===== config.mk =====
export PLATFORM = sky130hd
export DESIGN_NAME = biu_lerp
export DESIGN_NICKNAME = d
export VERILOG_FILES = /design/src/sv/bilinear_integer_upscaler_unit_macros.svh /design/src/sv/biu_pkg.sv /design/src/sv/biu_lerp.sv
export SDC_FILE = /design/constraint.sdc
export NUM_CORES = 1
export LEC_CHECK = 0
export ABC_CLOCK_PERIOD_IN_PS = 4900
export BUFFER_PORTS_ARGS = -buffer_cell sky130_fd_sc_hd__buf_2
export CORE_AREA = 2 2 75 77
export DETAILED_ROUTE_END_ITERATION = 8
export DIE_AREA = 0 0 77 79
export GPL_ROUTABILITY_DRIVEN = 0
export PLACE_DENSITY = 0.8
export SYNTH_ARGS = -nofsm -noshare
export SYNTH_HDL_FRONTEND = slang
export SYNTH_SLANG_ARGS = --single-unit

===== constraint.sdc =====
create_clock -name clk -period 4.9 [get_ports clk]
set_input_delay 0.49 -clock clk [delete_from_list [all_inputs] [get_ports clk]]
set_output_delay 0.49 -clock clk [all_outputs]
set_load 0.005 [all_outputs]

===== src/sv/bilinear_integer_upscaler_unit_macros.svh =====
// Assertion macros used by the upscaler top-level RTL file.
`ifndef BILINEAR_INTEGER_UPSCALER_UNIT_MACROS_SVH
`define BILINEAR_INTEGER_UPSCALER_UNIT_MACROS_SVH
// Implication checked on every rising clock edge outside reset.
`define BIU_ASSERT_IMP(label, clk, rst_n, ante, cons, msg) \
	label: assert property (@(posedge clk) disable iff (!rst_n) (ante) |-> (cons)) \
		else $error(msg);
// Next-cycle implication checked outside reset.
`define BIU_ASSERT_NXT(label, clk, rst_n, ante, cons, msg) \
	label: assert property (@(posedge clk) disable iff (!rst_n) (ante) |=> (cons)) \
		else $error(msg);
`endif


===== src/sv/biu_pkg.sv =====
// ----------------------------------------------------------------------------
// biu_pkg
// Types, constants and register indexes of the bilinear upscaler.
// ----------------------------------------------------------------------------
`default_nettype none
package biu_pkg;
	localparam int MaxWidth  = 1024;
	localparam int MaxScale  = 7;
	localparam int MaxHeight = 4096;
	localparam int ColW      = $clog2(MaxWidth);
	localparam int RowW      = $clog2(MaxHeight);

	localparam logic [1:0] RegScale  = 2'd0;
	localparam logic [1:0] RegWidth  = 2'd1;
	localparam logic [1:0] RegHeight = 2'd2;
	localparam logic [1:0] RegMode   = 2'd3;

	typedef struct packed {
		logic [7:0] ch0;
		logic [7:0] ch1;
		logic [7:0] ch2;
	} pix_t;

	typedef struct packed {
		logic [14:0] out_row;
		logic [12:0] out_col;
		logic [7:0]  res_ch0;
		logic [7:0]  res_ch1;
		logic [7:0]  res_ch2;
		logic        last_of_run;
	} res_t;

	// Request to the shared interpolation unit.
	typedef struct packed {
		logic        start;
		logic [7:0]  a;
		logic [7:0]  b;
		logic [2:0]  t;
		logic [2:0]  k;
	} lerp_req_t;
endpackage
`default_nettype wire


===== src/sv/biu_lerp.sv =====
// ----------------------------------------------------------------------------
// biu_lerp
// Shared interpolation unit: floor(((k-t)a + t*b)/k), one quotient bit a cycle.
// ----------------------------------------------------------------------------
`default_nettype none
module biu_lerp import biu_pkg::*; (
	input  wire logic      clk,
	input  wire logic      arst_n,
	input  wire lerp_req_t req,
	output logic           busy,
	output logic           done,
	output logic [7:0]     q
);
	logic [10:0] num_q;
	logic [2:0]  den_q;
	logic [10:0] quo_q;
	logic [3:0]  rem_q;
	logic [3:0]  cnt_q;
	logic [10:0] num_d;
	logic [3:0]  trial;

	// Weighted sum, one small product per operand.
	always_comb begin
		num_d = 11'((req.k - req.t) * req.a) + 11'(req.t * req.b);
		trial = {rem_q[2:0], num_q[10]};
	end

	// Restoring division, eleven steps.
	always_ff @(posedge clk or negedge arst_n) begin
		if (!arst_n) begin
			cnt_q <= '0;
			done  <= 1'b0;
		end else begin
			done <= 1'b0;
			if (req.start) begin
				cnt_q <= 4'd11;
			end else if (cnt_q != 4'd0) begin
				cnt_q <= cnt_q - 4'd1;
				if (cnt_q == 4'd1) begin
					done <= 1'b1;
				end
			end
		end
	end

	always_ff @(posedge clk) begin
		if (req.start) begin
			num_q <= num_d;
			den_q <= req.k;
			quo_q <= '0;
			rem_q <= '0;
		end else if (cnt_q != 4'd0) begin
			num_q <= {num_q[9:0], 1'b0};
			if (trial >= {1'b0, den_q}) begin
				rem_q <= trial - {1'b0, den_q};
				quo_q <= {quo_q[9:0], 1'b1};
			end else begin
				rem_q <= trial;
				quo_q <= {quo_q[9:0], 1'b0};
			end
		end
	end

	assign busy = (cnt_q != 4'd0);
	assign q    = quo_q[7:0];
endmodule
`default_nettype wire


==> key figures <==
Logic synthesis
  – Syn. warnings: 0
  – Primary FF master, synth: edfxtp_1
  – Syn Inst Count: 321
  – Async SR Flop Fraction: 16.7%
  – Netlist cell types: 37
  – Area contributors post-synth: fa_1 (24%), edfxtp_1 (14%), ha_1 (13%)
  – Post-synth EDFFs: 14
  – Synthesized flop and latch total: 30
  – Syn nets: 415
  – Register area share after synthesis: 24.6%
  – Syn_area_per_cell: 9.68 um^2
  – Synthesized area: 3110 um^2
  – Cell taking the most area after synthesis: fa_1
  – Yosys top cell area share: 23.8%

Finish
  – Commonest non-fill, non-tap cells in the layout: inv_1 (47), nand2_1 (36), fa_1 (35)
  – Core Util, Final: 71.2%
  – Filler cell count: 414
  – Layout cell share with drive strength beyond 1: 26.2%
  – Commonest non-fill, non-tap cell in the layout: inv_1
  – Non-Filler Instances: 453
  – Multi-input gate area in the final layout: between 2000 and 2500 um^2
  – Area grow syn2layout: 22.3%
  – Nets: 474
  – FF+latch area: 766 um^2
  – # diodes: 0

STA
  – Final setup viols: 0
  – Period utilisation layout: 98.1%
  – Hold slack: 0.0117 ns
  – Worst clock skew: roughly 0.008 ns
  – Max Slew Vio Count: 0
  – Slew margin rel.: 54.8%
  – Final setup TNS: 0 ns
  – Final Critical Period: roughly 4.8 ns
  – Final Hold Viols: 0
  – Fmax: 0.208 GHz
  – Worst Max-Slew Pin Slew: roughly 0.67 ns

Clocking
  – Root buffer cell: clkbuf_8
  – H-tree levels: 2
  – CTS Buf Count: 5
  – Clk Latency, worst-skew pair: between 0.2 and 0.3 ns
  – CTS tree: done
  – Bufs on Longest Clock Path: 2
  – Clock slew at reported path FFs: 0.06 ns
  – CTS Hold Bufs: 0
  – Clk sinks: 30

Worst hold path
  – Hold Crit Class: in -> async

Placement
  – Port Buffers: 34
  – Placed insts: 442
  – Half-perimeter wire length after placement: 4.89 mm

Critical path
  – Worst path required time: 4.93 ns
  – Crit path arrival time: 4.84 ns
  – CP max FO: 7
  – CP Capture Type: register
  – CP startpoint kind: input pin
  – Kind of critical path: in -> reg

Detailed routing
  – Final ANT Viol Nets: 0
  – WL final: 6.74 mm
  – Drt initial violations: 67
  – DR WL/cell: 14.9 um
  – Total number of vias: between 2000 and 2500
  – DR pass1 iterations: 4
  – Drt via density: 5.28
  – DRC viols: 0

Power
  – P per Cell Area: 596 nW/um^2
  – Max VDD drop: 0.000487 V
  – Pleak: 1.82 nW

Die
  – I/O pins: 35
  – Row cnt: 27
  – Die ar.: 6080 um^2
  – Initial Util: 58.2%
  – Die width: 77 um
  – Core area: 5340 um^2
  – Die height: 79 um

Global routing
  – Vias in the first global route: 2472
  – Total Routing Usage GR: about 22%
  – Initial antenna violation count: 0
  – First-pass GRT wire length: 10.6 mm
  – Pin count of the biggest net entering global routing: 34
  – Congestion Overflow GR: 0

Run status
  – Status: finished clean

Flow run
  – Maximum Capacitance Violations: 0
==> power breakdown <==
| part | internal [mW] | total (mW) | switching, mW |
|---|---|---|---|
| sequential | 0.358 | 0.393 | 0.0343 |
| clock | 0.113 | 0.207 | 0.0941 |
| combinational | 0.857 | 1.66 | 0.807 |
==> what timing repair did <==
item,in CTS,in global routing
setup endpoints to repair,3,3
setup buffers,0,3
gates cloned,0,0
resized for setup,2,28
pin swaps,0,33
==> cells in the mapped netlist, types with 3 or more instances <==
master	n
fa_1	37
mux2_2	6
and2_1	33
nor2b_1	8
dfxtp_1	11
inv_1	50
a21oi_1	15
nor3_1	8
ha_1	32
xnor2_1	8
clkbuf_1	3
o211ai_1	4
a21o_1	6
dfrtp_1	5
xor2_1	3
nand2_1	37
nand3_1	3
edfxtp_1	14
nor2_1	15
==> worst paths after layout <==
kind                       slack, ns  cells past startpoint       from        to
max reg2reg                     2.68                      8  num_q[10]  rem_q[0]
min                             0.01                      1     arst_n  cnt_q[0]
max in group asynchronous       4.75                      1     arst_n  cnt_q[3]
min reg2reg                     0.45                      2   quo_q[7]  quo_q[7]
min in group clk                0.39                      1     req[0]  den_q[0]
max                             0.09                     17     req[0]  num_q[8]
==> registers in the layout, summed over array words and instances, names as in the netlist <==
| signal | flops |
|---|---|
| rem_q | 3 |
| quo_q | 8 |
| done | 1 |
| den_q | 3 |
| cnt_q | 4 |
| num_q | 11 |
==> stage by stage <==
stage | worst slack [ns] | power (mW) | cell area [um^2]
floorplan | 0.0200 | 1.34 | 3140
global placement | -0.190 | 1.68 | 3540
detailed placement | -0.344 | 1.74 | 3540
CTS | 0.0566 | 1.96 | 3650
global route | -0.0216 | 2.48 | 3800
finish | 0.0930 | 2.26 | 3800
==> cell families after synthesis <==
group | Yosys count | share of synthesized area, %
AOI/OAI and AO/OA | 37 | 8.30
and+or+nand+nor | 112 | 18.1
buffers and inverters | 56 | 6.97
xor gates and xnor gates | 11 | 3.10
muxes | 6 | 2.17
adders and majority gates | 69 | 36.7
DFF | 30 | 24.6
==> final cells by class <==
type                       count  area share [%]
clock buffer                   6            2.17
clock inverter                 2           0.329
inverter                      50            4.94
multi-input combinational    235            60.3
sequential                    30            20.2
tap                           72            2.37
timing repair buffer          58            9.78
==> worst max-delay path, stage by stage <==
cell	delay (ns)
buf_6	0.10
inv_2	0.06
ha_4	0.13
inv_2	0.04
fa_2	0.40
xor2_4	0.31
and2_4	0.20
fa_1	0.42
fa_1	0.53
fa_1	0.42
fa_1	0.55
ha_4	0.22
a21o_1	0.20
a41oi_2	0.25
nand2_1	0.11
xor2_1	0.17
mux2_4	0.25
==> routing by layer <==
metal | up-vias | track usage [%] | routed length [um]
met3 | 10 | 3.30 | 152
met4 | 0 | 4.46 | 90
met1 | 1188 | 27.1 | 2810
met2 | 45 | 41.1 | 3680
li1 | 1150 | - | -
met5 | - | 0 | 0
(Power assumes the default switching activity.)
